## src/rtl/core/point_in_polygon_test_core_assert.svh

```systemverilog
// Assertion macros shared by the point-in-polygon core RTL.
// Each macro expects signals named clk and rst_n in the enclosing module.
`ifndef POINT_IN_POLYGON_TEST_CORE_ASSERT_SVH
`define POINT_IN_POLYGON_TEST_CORE_ASSERT_SVH

// Checks a property on every clock edge outside of reset.
`define PIPT_ASSERT(label, prop, msg) \
    label: assert property (@(posedge clk) disable iff (!rst_n) prop) else $error(msg);

// Checks that a condition never holds outside of reset.
`define PIPT_ASSERT_NEVER(label, cond, msg) \
    label: assert property (@(posedge clk) disable iff (!rst_n) !(cond)) else $error(msg);

`endif

```

## src/rtl/core/pipt_pkg.sv

```systemverilog
// Package for the point-in-polygon core: command codes, register index, state
// encoding and the control group passed to the edge unit. No dependencies.
`default_nettype none

package pipt_pkg;

    localparam logic CMD_LOAD  = 1'b0;
    localparam logic CMD_QUERY = 1'b1;

    // Word index of a register, taken from paddr[2].
    localparam logic REG_VERTEX_COUNT = 1'b0;

    typedef enum logic [2:0] {
        ST_IDLE  = 3'b001,
        ST_READ  = 3'b010,
        ST_DRAIN = 3'b100
    } pipt_state_t;

    typedef struct packed {
        logic clear;
        logic valid;
        logic first;
    } pipt_vtx_ctl_t;

endpackage

`default_nettype wire

```

## src/rtl/core/pipt_vertex_mem.sv

```systemverilog
// Vertex store of the point-in-polygon core: one synchronous memory holding
// the x and y coordinates of each vertex, one write and one registered read port.
`default_nettype none

module pipt_vertex_mem #(
    parameter int DEPTH  = 64,
    parameter int DATA_W = 32,
    localparam int ADDR_W = $clog2(DEPTH)
) (
    input  wire logic              clk,
    input  wire logic              wr_en,
    input  wire logic [ADDR_W-1:0] wr_addr,
    input  wire logic [DATA_W-1:0] wr_data,
    input  wire logic              rd_en,
    input  wire logic [ADDR_W-1:0] rd_addr,
    output logic      [DATA_W-1:0] rd_data
);

    logic [DATA_W-1:0] mem_reg [DEPTH];

    always_ff @(posedge clk)
    begin
        if (wr_en)
        begin
            mem_reg[wr_addr] <= wr_data;
        end
    end

    always_ff @(posedge clk)
    begin
        if (rd_en)
        begin
            rd_data <= mem_reg[rd_addr];
        end
    end

endmodule

`default_nettype wire

```

## src/rtl/core/pipt_edge_unit.sv

```systemverilog
// Edge test pipeline of the point-in-polygon core: straddle check, two exact
// cross products and the crossing-parity flag. Depends on pipt_pkg.
`default_nettype none

module pipt_edge_unit
    import pipt_pkg::*;
#(
    parameter int COORD_BITS = 16,
    localparam int DW = COORD_BITS + 1,
    localparam int PW = 2 * DW
) (
    input  wire logic                         clk,
    input  wire logic                         rst_n,
    input  wire pipt_vtx_ctl_t                ctl,
    input  wire logic signed [COORD_BITS-1:0] vtx_x,
    input  wire logic signed [COORD_BITS-1:0] vtx_y,
    input  wire logic signed [COORD_BITS-1:0] pt_x,
    input  wire logic signed [COORD_BITS-1:0] pt_y,
    output logic                              busy,
    output logic                              parity
);

    logic signed [COORD_BITS-1:0] prev_x_reg, prev_y_reg;
    logic signed [DW-1:0]         dl_reg, dy_reg, dr_reg, ey_reg;
    logic signed [DW-1:0]         dl_next, dy_next, dr_next, ey_next;
    logic signed [PW-1:0]         lp_reg, rp_reg;
    logic                         s1_v_reg, s2_v_reg, neg_reg, parity_reg;
    logic                         s1_v_next, toggle;

    always_comb
    begin
        dl_next   = DW'(pt_x) - DW'(vtx_x);
        dy_next   = DW'(prev_y_reg) - DW'(vtx_y);
        dr_next   = DW'(prev_x_reg) - DW'(vtx_x);
        ey_next   = DW'(pt_y) - DW'(vtx_y);
        s1_v_next = ctl.valid && !ctl.first &&
                    ((vtx_y <= pt_y && pt_y < prev_y_reg) ||
                     (prev_y_reg <= pt_y && pt_y < vtx_y));
        toggle    = s2_v_reg && ((!neg_reg && lp_reg < rp_reg) ||
                                 (neg_reg && lp_reg > rp_reg));
    end

    always_ff @(posedge clk)
    begin
        if (ctl.valid)
        begin
            prev_x_reg <= vtx_x;
            prev_y_reg <= vtx_y;
        end
        dl_reg  <= dl_next;
        dy_reg  <= dy_next;
        dr_reg  <= dr_next;
        ey_reg  <= ey_next;
        lp_reg  <= dl_reg * dy_reg;
        rp_reg  <= dr_reg * ey_reg;
        neg_reg <= dy_reg[DW-1];
    end

    always_ff @(posedge clk or negedge rst_n)
    begin
        if (!rst_n)
        begin
            s1_v_reg   <= 1'b0;
            s2_v_reg   <= 1'b0;
            parity_reg <= 1'b0;
        end
        else
        begin
            s1_v_reg <= s1_v_next;
            s2_v_reg <= s1_v_reg;
            if (ctl.clear)
            begin
                parity_reg <= 1'b0;
            end
            else if (toggle)
            begin
                parity_reg <= !parity_reg;
            end
        end
    end

    assign busy   = s1_v_reg || s2_v_reg;
    assign parity = parity_reg;

endmodule

`default_nettype wire

```

## src/rtl/core/point_in_polygon_test_core.sv

```systemverilog
// Point-in-polygon core by crossing parity: vertex memory, edge pipeline,
// sequencer, APB register and output register. Depends on pipt_pkg,
// pipt_vertex_mem, pipt_edge_unit and point_in_polygon_test_core_assert.svh.
//
// A load beat writes one vertex into the vertex memory.
// A query beat reads vertex_count-1 and then vertices 0 to vertex_count-1
// through the single read port of the vertex memory, one per cycle, and
// tests each edge in a three-stage pipeline. Beats are stalled while a query
// is in progress, and its result waits to be loaded while an earlier result
// is still stalled at the output. vertex_count above MAX_VERTICES acts as
// MAX_VERTICES. Vertices used by a query must have been loaded; the memory
// is not cleared by reset. A finished result waits in the output register
// while new beats are accepted.
`default_nettype none

module point_in_polygon_test_core
    import pipt_pkg::*;
#(
    parameter int MAX_VERTICES = 64,
    parameter int COORD_BITS   = 16,
    localparam int IDX_W = $clog2(MAX_VERTICES),
    localparam int CNT_W = $clog2(MAX_VERTICES + 1)
) (
    input  wire logic                         clk,
    input  wire logic                         rst_n,
    input  wire logic                         psel,
    input  wire logic                         penable,
    input  wire logic                         pwrite,
    input  wire logic [2:0]                   paddr,
    input  wire logic [31:0]                  pwdata,
    output logic      [31:0]                  prdata,
    output logic                              pready,
    input  wire logic                         req_valid,
    output logic                              req_stall,
    input  wire logic                         command,
    input  wire logic [IDX_W-1:0]             vertex_index,
    input  wire logic signed [COORD_BITS-1:0] coord_x,
    input  wire logic signed [COORD_BITS-1:0] coord_y,
    output logic                              rsp_valid,
    input  wire logic                         rsp_stall,
    output logic                              inside_res
);

    pipt_state_t                  state_reg, state_next;
    logic [CNT_W-1:0]             count_reg, n_reg, n_next, rd_cnt_reg, rd_cnt_next;
    logic [CNT_W-1:0]             n_sat, n_minus1, rd_cnt_minus1;
    logic signed [COORD_BITS-1:0] qx_reg, qy_reg;
    logic                         rd_valid_reg, rd_first_reg;
    logic                         rsp_valid_reg, inside_reg;
    logic                         req_accept, query_accept, load_accept, cfg_write;
    logic                         rd_en, rsp_load, edge_busy, edge_parity;
    logic [IDX_W-1:0]             rd_addr;
    logic [2*COORD_BITS-1:0]      rd_data;
    pipt_vtx_ctl_t                vtx_ctl;

    assign pready    = 1'b1;
    assign cfg_write = psel && penable && pwrite && pready && (paddr[2] == REG_VERTEX_COUNT);
    assign prdata    = (paddr[2] == REG_VERTEX_COUNT) ? 32'(count_reg) : 32'd0;

    assign req_stall    = (state_reg != ST_IDLE);
    assign req_accept   = req_valid && !req_stall;
    assign query_accept = req_accept && (command == CMD_QUERY);
    assign load_accept  = req_accept && (command == CMD_LOAD) &&
                          ({1'b0, vertex_index} < (IDX_W + 1)'(MAX_VERTICES));

    assign n_sat         = (count_reg > CNT_W'(MAX_VERTICES)) ? CNT_W'(MAX_VERTICES) : count_reg;
    assign n_minus1      = n_reg - 1'b1;
    assign rd_cnt_minus1 = rd_cnt_reg - 1'b1;

    always_comb
    begin
        state_next  = state_reg;
        n_next      = n_reg;
        rd_cnt_next = rd_cnt_reg;
        rd_en       = 1'b0;
        rd_addr     = rd_cnt_minus1[IDX_W-1:0];
        rsp_load    = 1'b0;
        unique case (state_reg)
            ST_IDLE:
            begin
                if (query_accept)
                begin
                    n_next      = n_sat;
                    rd_cnt_next = '0;
                    state_next  = (n_sat == '0) ? ST_DRAIN : ST_READ;
                end
            end
            ST_READ:
            begin
                rd_en       = 1'b1;
                rd_addr     = (rd_cnt_reg == '0) ? n_minus1[IDX_W-1:0]
                                                 : rd_cnt_minus1[IDX_W-1:0];
                rd_cnt_next = rd_cnt_reg + 1'b1;
                if (rd_cnt_reg == n_reg)
                begin
                    state_next = ST_DRAIN;
                end
            end
            ST_DRAIN:
            begin
                if (!rd_valid_reg && !edge_busy && (!rsp_valid_reg || !rsp_stall))
                begin
                    rsp_load   = 1'b1;
                    state_next = ST_IDLE;
                end
            end
            default:
            begin
                state_next = ST_IDLE;
            end
        endcase
    end

    always_ff @(posedge clk or negedge rst_n)
    begin
        if (!rst_n)
        begin
            state_reg     <= ST_IDLE;
            count_reg     <= '0;
            n_reg         <= '0;
            rd_cnt_reg    <= '0;
            rd_valid_reg  <= 1'b0;
            rd_first_reg  <= 1'b0;
            rsp_valid_reg <= 1'b0;
        end
        else
        begin
            state_reg    <= state_next;
            n_reg        <= n_next;
            rd_cnt_reg   <= rd_cnt_next;
            rd_valid_reg <= rd_en;
            rd_first_reg <= rd_en && (rd_cnt_reg == '0);
            if (cfg_write)
            begin
                count_reg <= pwdata[CNT_W-1:0];
            end
            if (rsp_load)
            begin
                rsp_valid_reg <= 1'b1;
            end
            else if (!rsp_stall)
            begin
                rsp_valid_reg <= 1'b0;
            end
        end
    end

    always_ff @(posedge clk)
    begin
        if (query_accept)
        begin
            qx_reg <= coord_x;
            qy_reg <= coord_y;
        end
        if (rsp_load)
        begin
            inside_reg <= edge_parity;
        end
    end

    assign rsp_valid  = rsp_valid_reg;
    assign inside_res = inside_reg;

    pipt_vertex_mem #(
        .DEPTH  (MAX_VERTICES),
        .DATA_W (2 * COORD_BITS)
    ) u_vertex_mem (
        .clk     (clk),
        .wr_en   (load_accept),
        .wr_addr (vertex_index),
        .wr_data ({coord_y, coord_x}),
        .rd_en   (rd_en),
        .rd_addr (rd_addr),
        .rd_data (rd_data)
    );

    assign vtx_ctl.clear = query_accept;
    assign vtx_ctl.valid = rd_valid_reg;
    assign vtx_ctl.first = rd_first_reg;

    pipt_edge_unit #(
        .COORD_BITS (COORD_BITS)
    ) u_edge_unit (
        .clk    (clk),
        .rst_n  (rst_n),
        .ctl    (vtx_ctl),
        .vtx_x  (rd_data[COORD_BITS-1:0]),
        .vtx_y  (rd_data[2*COORD_BITS-1:COORD_BITS]),
        .pt_x   (qx_reg),
        .pt_y   (qy_reg),
        .busy   (edge_busy),
        .parity (edge_parity)
    );

`include "point_in_polygon_test_core_assert.svh"

    `PIPT_ASSERT(a_result_after_drain, rsp_load |-> (!rd_valid_reg && !edge_busy), "result taken before pipeline drained")
    `PIPT_ASSERT_NEVER(a_no_overwrite, rsp_load && rsp_valid_reg && rsp_stall, "pending result overwritten")
    `PIPT_ASSERT(a_read_bound, (state_reg == ST_READ) |-> (rd_cnt_reg <= n_reg), "read counter past vertex count")
    `PIPT_ASSERT(a_idle_quiet, (state_reg == ST_IDLE) |-> (!rd_valid_reg && !edge_busy), "edge work while idle")

endmodule

`default_nettype wire
```

## config.mk

```make
export PLATFORM = sky130hd
export DESIGN_NAME = point_in_polygon_test_core
export DESIGN_NICKNAME = d
export VERILOG_FILES = /design/src/rtl/core/pipt_pkg.sv /design/src/rtl/core/pipt_vertex_mem.sv /design/src/rtl/core/pipt_edge_unit.sv /design/src/rtl/core/point_in_polygon_test_core.sv
export VERILOG_INCLUDE_DIRS = /design/src /design/src/rtl/core
export SDC_FILE = /design/constraint.sdc
export NUM_CORES = 2
export LEC_CHECK = 0
export BUFFER_PORTS_ARGS = -buffer_cell sky130_fd_sc_hd__buf_2
export CELL_PAD_IN_SITES_DETAIL_PLACEMENT = 1
export CELL_PAD_IN_SITES_GLOBAL_PLACEMENT = 1
export CORE_ASPECT_RATIO = 0.8
export CORE_MARGIN = 5
export CORE_UTILIZATION = 35
export CTS_CLUSTER_DIAMETER = 30
export DETAILED_ROUTE_END_ITERATION = 6
export HOLD_SLACK_MARGIN = 0.15
export PLACE_DENSITY = 0.64
export SLEW_MARGIN = 15
export SYNTH_ARGS = -nofsm -noshare
export SYNTH_HDL_FRONTEND = slang
export SYNTH_SLANG_ARGS = --single-unit
```

## constraint.sdc

```tcl
create_clock -name clk -period 14.8 [get_ports clk]
set_input_delay 0 -clock clk [delete_from_list [all_inputs] [get_ports clk]]
set_output_delay 0 -clock clk [all_outputs]
set_load 0.02 [all_outputs]
```

# [Word-level counts from Yosys, hierarchy flattened]
# Memory sizes are Yosys's and may differ from the RTL's. A register that Yosys moved wholly into a read port is not among the register bits.
# Index checks and enable logic that the tools add are counted.
# Widths: inputs -> output; s select.
[totals] regBits=232 mem_bits_rw=2048 inputBits=81 output_inout_bits=36 word_cells=105 mem_count=1
[mem_list] memory="u_vertex_mem.mem_reg" words=64 word_bits=32 rd=1 rd_clocked_by_memory_dff=1 write_ports=1 line="pipt_vertex_mem.sv:19" rtl="logic [DATA_W-1:0] mem_reg [DEPTH];"
[classes] n_addsub=7 n_mul=2 order_cmp=7 n_eq_ne=9 n_mux=20 bitwise=2 n_reduce_logical=35
[op_table] operator="$mul 17x17->34" n=2
[op_table] operator="$sub 16x16->17" n=4
[op_table] operator="$gt 34x34->1" n=1
[op_table] operator="$lt 34x34->1" n=1
[op_table] operator="$le 16x16->1" n=2
[op_table] operator="$lt 16x16->1" n=2
[op_table] operator="$mux 7" n=3
[op_table] operator="$logic_and 1x1->1" n=16
[op_table] operator="$logic_not 7->1" n=2
[op_table] operator="$pmux 7 s2" n=1
[op_table] operator="$mux 3" n=4
[op_table] operator="$mux 6" n=2
[op_table] operator="$sub 6x1->6 const B" n=2
[op_table] operator="$mux 1" n=9
[op_table] operator="$pmux 3 s3" n=1
[op_table] operator="$logic_not 1->1" n=8
[op_table] operator="$add 7x1->7 const B" n=1
[op_table] operator="$eq 7x7->1" n=1
[op_table] operator="$gt 7x7->1 const B" n=1
[op_table] operator="$ne 2x2->1 const B" n=3
[op_table] operator="$logic_or 1x1->1" n=4
[op_table] operator="$reduce_and 2->1" n=2
[op_table] operator="$reduce_bool 2->1" n=2
[op_table] operator="$eq 3x1->1 const B" n=1
[op_table] operator="other kinds (6)" n=7

# [Depth between registers and ports, before layout]
[logic_depth] depth_word=7 depth_mapped=25 mapped_depth_nobuf=23

# [Cells and area by module]
# Synthesis repeated with hierarchy kept, for this count alone.
[hier_totals] cells_unflattened=6670 area_unflattened_um2=111194.1
[by_module_without_submodules] module="pipt_vertex_mem" instances=1 cells_each=3324 area_each_um2=78835.6 seq_area_each_um2=62459.9
[by_module_without_submodules] module="pipt_edge_unit" instances=1 cells_each=3130 area_each_um2=29634.7 seq_area_each_um2=3778.6
[by_module_without_submodules] module="point_in_polygon_test_core" instances=1 cells_each=216 area_each_um2=2723.9 seq_area_each_um2=1667.8

# [Least setup slack after synthesis]
# Ideal clock, no wire load.
[synth_timing] path_kind="register -> register" start="reg u_edge_unit.ey_reg[8]" end="reg u_edge_unit.rp_reg[33]" setup_time_ns=0.072 arrival_time_ns=6.293 t_required_ns=14.728 slack_ns=8.435 stages_incl_launch_ff=25 path_buffers=2 synth_period_minus_slack_ns=6.365 cell_sequence="dfxtp_1 clkbuf_1 clkbuf_1 nand2_1 fa_1 inv_1 fa_1 inv_1 fa_1 inv_1 fa_1 fa_1 inv_1 fa_1 inv_1 ha_1 and3_1 a221o_1 a21oi_1 o21ai_0 a2111oi_0 o31ai_1 a21o_1 a21oi_1 xnor2_1"
[synth_via] elab_chain_cells=1
[synth_lines] item="start: declaration" line="pipt_edge_unit.sv:24" rtl="logic signed [DW-1:0] dl_reg, dy_reg, dr_reg, ey_reg;"
[synth_lines] item="start signal: assignment" line="pipt_edge_unit.sv:53" rtl="ey_reg <= ey_next;"
[synth_lines] item="$mul 17x17->34" line="pipt_edge_unit.sv:55" rtl="rp_reg <= dr_reg * ey_reg;"
[synth_lines] item="end signal: assignment" line="pipt_edge_unit.sv:55"
[synth_lines] item="end: declaration" line="pipt_edge_unit.sv:26" rtl="logic signed [PW-1:0] lp_reg, rp_reg;"
# No other way between the ends.
# A chain may end at the register's enable or synchronous reset.

# [Worst setup path in the final report]
[layout_timing] start="reg u_edge_unit.dr_reg[7]" end="reg u_edge_unit.rp_reg[33]"
[layout_via] elab_chain_cells=1
[layout_lines] item="start: declaration" line="pipt_edge_unit.sv:24"
[layout_lines] item="start signal: assignment" line="pipt_edge_unit.sv:52" rtl="dr_reg <= dr_next;"
[layout_lines] item="$mul 17x17->34" line="pipt_edge_unit.sv:55"
# No other way between the ends.

==> flow_summary.ini <==
[timing]
setup_violators_final = 0
setup_total_negative_slack_ps = 0
hold_violations = 0
rsz0062_at_grt = false
tightestPinTransition_ps = 1290
clock.fmax_ghz = 0.135
worst_clock_skew_ps = 102
final_min_period_over_clock_period = 0.501
period_needed_ps = 7420
timing.final.max_slew_violations = 0
setup_slack_ps = 7380
maxSlewHeadroom = 0.141

[setup_path]
reg2reg_slack_ps = 7380
r2r-end = u_edge_unit.rp_reg[33]
setup.worst_path.end_class = flip-flop
critical_path.most_common_cell = fa_1
worst-endpoint-arrival_ps = 8130
crit_fanout = 17
r2r.worst_path.cells = 23
path_class = flip-flop to flip-flop
reg2reg_from = u_edge_unit.dr_reg[7]
cp-start-kind = flip-flop
critical_path.max_stage_delay_ps = 900
critPathRequiredTime_ps = 15500
timing.critical_path.cells = nand2_1 -> fa_1 -> inv_1 -> fa_1 -> inv_1 -> fa_1 -> inv_1 -> fa_1 -> fa_1 -> inv_1 -> fa_1 -> inv_1 -> ha_1 -> and3_1 -> a221o_1 -> a21oi_1 -> o21ai_0 -> buf_4 -> a2111oi_0 -> o31ai_1 -> a21o_1 -> a21oi_1 -> xnor2_1
crit_slowest_cell = dfxtp_1

[global_route]
maximum_number_of_pins_on_one_net_before_global_route_repair = 136
grt_pass1_vias = 83947
grt_first_pass_wirelength_um = 545000
grt-ovfl-total = 0
number_of_antenna_violations_at_the_first_check_in_global_routing = 29
global_route.usage.total = 0.213

[cts]
clk_latency_ps = 940
number_of_sinks_handled_by_clock_tree_synthesis = 2312
cts.clk_slew.worst_paths_ps = 50
cts_tree = built
cts_post_setup_buffers_inserted = 0
cts_made_buffers = 411
clock_tree.root_cell = clkbuf_16
maximum_buffer_depth_of_the_clock_tree = 4
h-tree-depth = 5

[synthesis]
synth_seq_cells = 2312
post-synth-top-count-cell = nand2_1
synthMuxAreaShare = 0.00446
yosys_most_used_dff = edfxtp_1
avg_inst_size_synth_sq_um = 11.8
netlist_area_sq_um = 114000
yosys-top-cells-area = edfxtp_1 (56%), fa_1 (10%), nand2_1 (7.6%), nand3_1 (4.3%), ha_1 (3.2%)
synth.top_cell.area_share = 0.564
synthSimpleGateAreaFrac = 0.163
synth_top_family_by_area = simple AND/OR/NAND/NOR gates
postSynthCellCount = 9634
count_of_flip_flops_with_a_built_in_enable_after_synthesis = 2145
synth_compound_area_frac = 0.0468
synth_commonest_cells = nand2_1 (2,321), edfxtp_1 (2,145), nand3_1 (980), inv_1 (731), fa_1 (596)
netlist-cell-type-count = 76
ys_async_sr_fraction = 0.0130
yosysSeqAreaShare = 0.595
yosysWarnings = 0
synth_xor_area_frac = 0.00982
post_synth_fa_ha_maj_area_fraction = 0.136
synth.largest_area_cell = edfxtp_1

[die]
die_x_um = 648
num_io_pins = 117
core.rowCount = 187
die_area_sq_um = 338000
design.core.area_sq_um = 325000
die_height_um = 521
initial_utilization = 0.352

[finish]
largest_reg_flops = 2048
utilization = 0.414
fin_area_sq_um = 134000
layout.nets = 10853
nFillCells = 34340
multi_input_comb_area_sq_um = 41800
sequential_cell_area_sq_um = 67900
area_delta_synth_final_pct = 17.7
post_route_cells_drive_above_1_share = 0.0979

[drt]
drt_drc_violations_left = 0
viasPerCell = 5.33
route.detailed.wl_per_inst_um = 25.1
first_pass_iters = 6
route.final.wire_length_um = 366000
drt_iter0_markers = 6946
num_vias = 77630
ant_nets = 0

[placement]
finalWeightedCongestion = 0.847
port_buffers = 63
hpwlAfterDp_um = 220000
placedInstanceArea_sq_um = 120000
post-place-ws_ps = 7370

[hold_path]
count_of_cells_along_the_worst_hold_path = 6
whs_endpoint = n_reg[6]
worst_hold_path_type = primary input to flip-flop
hold_path.startpoint = req_valid

[job]
cap_viol_max_count = 0

[run_status]
run_status = finished clean
layer usage:
metal / vias to the layer above / part of all wire / GRT usage
li1: 33812 / - / -
met1: 40655 / 0.44 / 0.293
met2: 2614 / 0.47 / 0.347
met3: 537 / 0.072 / 0.0393
met4: 12 / 0.024 / 0.0541
met5: - / 0.00020 / 0
kinds of logic after synthesis:
family	count (synthesis)
AO/OA/AOI/OAI	826
XOR/XNOR	128
adder cells (fa/ha/maj)	884
buffers and inverters	1248
flip-flops	2312
multiplexers	48
other	2
AND/OR/NAND/NOR	4186
layout by cell type, fill, tap and decap left out, types with 32 or more instances in the layout:
| cell | Yosys | routed |
|---|---|---|
| fa_1 | 596 | 596 |
| nor2_4 | 0 | 68 |
| xnor2_1 | 99 | 99 |
| a21oi_1 | 227 | 227 |
| buf_4 | 43 | 190 |
| dfxtp_1 | 137 | 137 |
| nor2b_1 | 32 | 32 |
| clkinv_1 | 0 | 61 |
| ha_1 | 288 | 288 |
| dlygate4sd3_1 | 0 | 69 |
| a21o_1 | 44 | 44 |
| clkinv_2 | 0 | 65 |
| mux2i_1 | 36 | 36 |
| inv_1 | 731 | 730 |
| buf_2 | 192 | 63 |
| clkbuf_1 | 226 | 64 |
| clkbuf_16 | 0 | 416 |
| a31oi_1 | 163 | 163 |
| and3_1 | 170 | 170 |
| and2_1 | 297 | 296 |
| edfxtp_1 | 2145 | 2145 |
| nand2_1 | 2321 | 2319 |
| nor2_1 | 240 | 168 |
| o21ai_0 | 126 | 126 |
| nand3_1 | 980 | 980 |
| a211oi_1 | 58 | 58 |
| bufinv_16 | 0 | 55 |
metrics by stage:
stage	hold WS, ps	instances
after detailed placement	89.5	13752
after global placement	70.2	13752
after global routing	277	14567
final	253	14574
after floorplan	-296	9658
after CTS	178	14566
worst max-delay path, delay by kind of cell, from the launching register on:
family | cells | cell delay [ps]
AO/OA/AOI/OAI | 7 | 2070
adder cells (fa/ha/maj) | 7 | 3420
buffers and inverters | 6 | 420
flip-flops | 1 | 900
XOR/XNOR | 1 | 80
AND/OR/NAND/NOR | 2 | 370
layout make-up:
cell class              count  share of cell area
inverters                 731              0.0204
well taps                4347              0.0405
multi-input cells        6098               0.311
clock inverters           255              0.0221
repair buffers            334              0.0199
clock buffers             489              0.0802
flip-flops and latches   2312               0.506
diodes                      8            0.000149
repair_timing:
| action | 4_1_cts | 5_1_grt |
|---|---|---|
| resized for setup | 0 | 0 |
| hold buffers | 70 | 0 |
| hold endpoints to repair | 2266 | 0 |
worst max-delay path by stage:
stage	from	end	slack, ps	cells past startpoint
2_1_floorplan	u_edge_unit.ey_reg[8]	u_edge_unit.rp_reg[33]	8430	24
3_3_place_gp	u_edge_unit.dr_reg[7]	u_edge_unit.rp_reg[33]	7390	23
3_5_place_dp	u_edge_unit.dr_reg[7]	u_edge_unit.rp_reg[33]	7370	23
4_1_cts	u_edge_unit.dr_reg[7]	u_edge_unit.rp_reg[33]	7350	23
5_1_grt	u_edge_unit.dr_reg[7]	u_edge_unit.rp_reg[33]	6960	23
6_report	u_edge_unit.dr_reg[7]	u_edge_unit.rp_reg[33]	7380	23
Power is not shown: default switching activity piles up to over one toggle a cycle in this logic, so the estimate is an artifact.
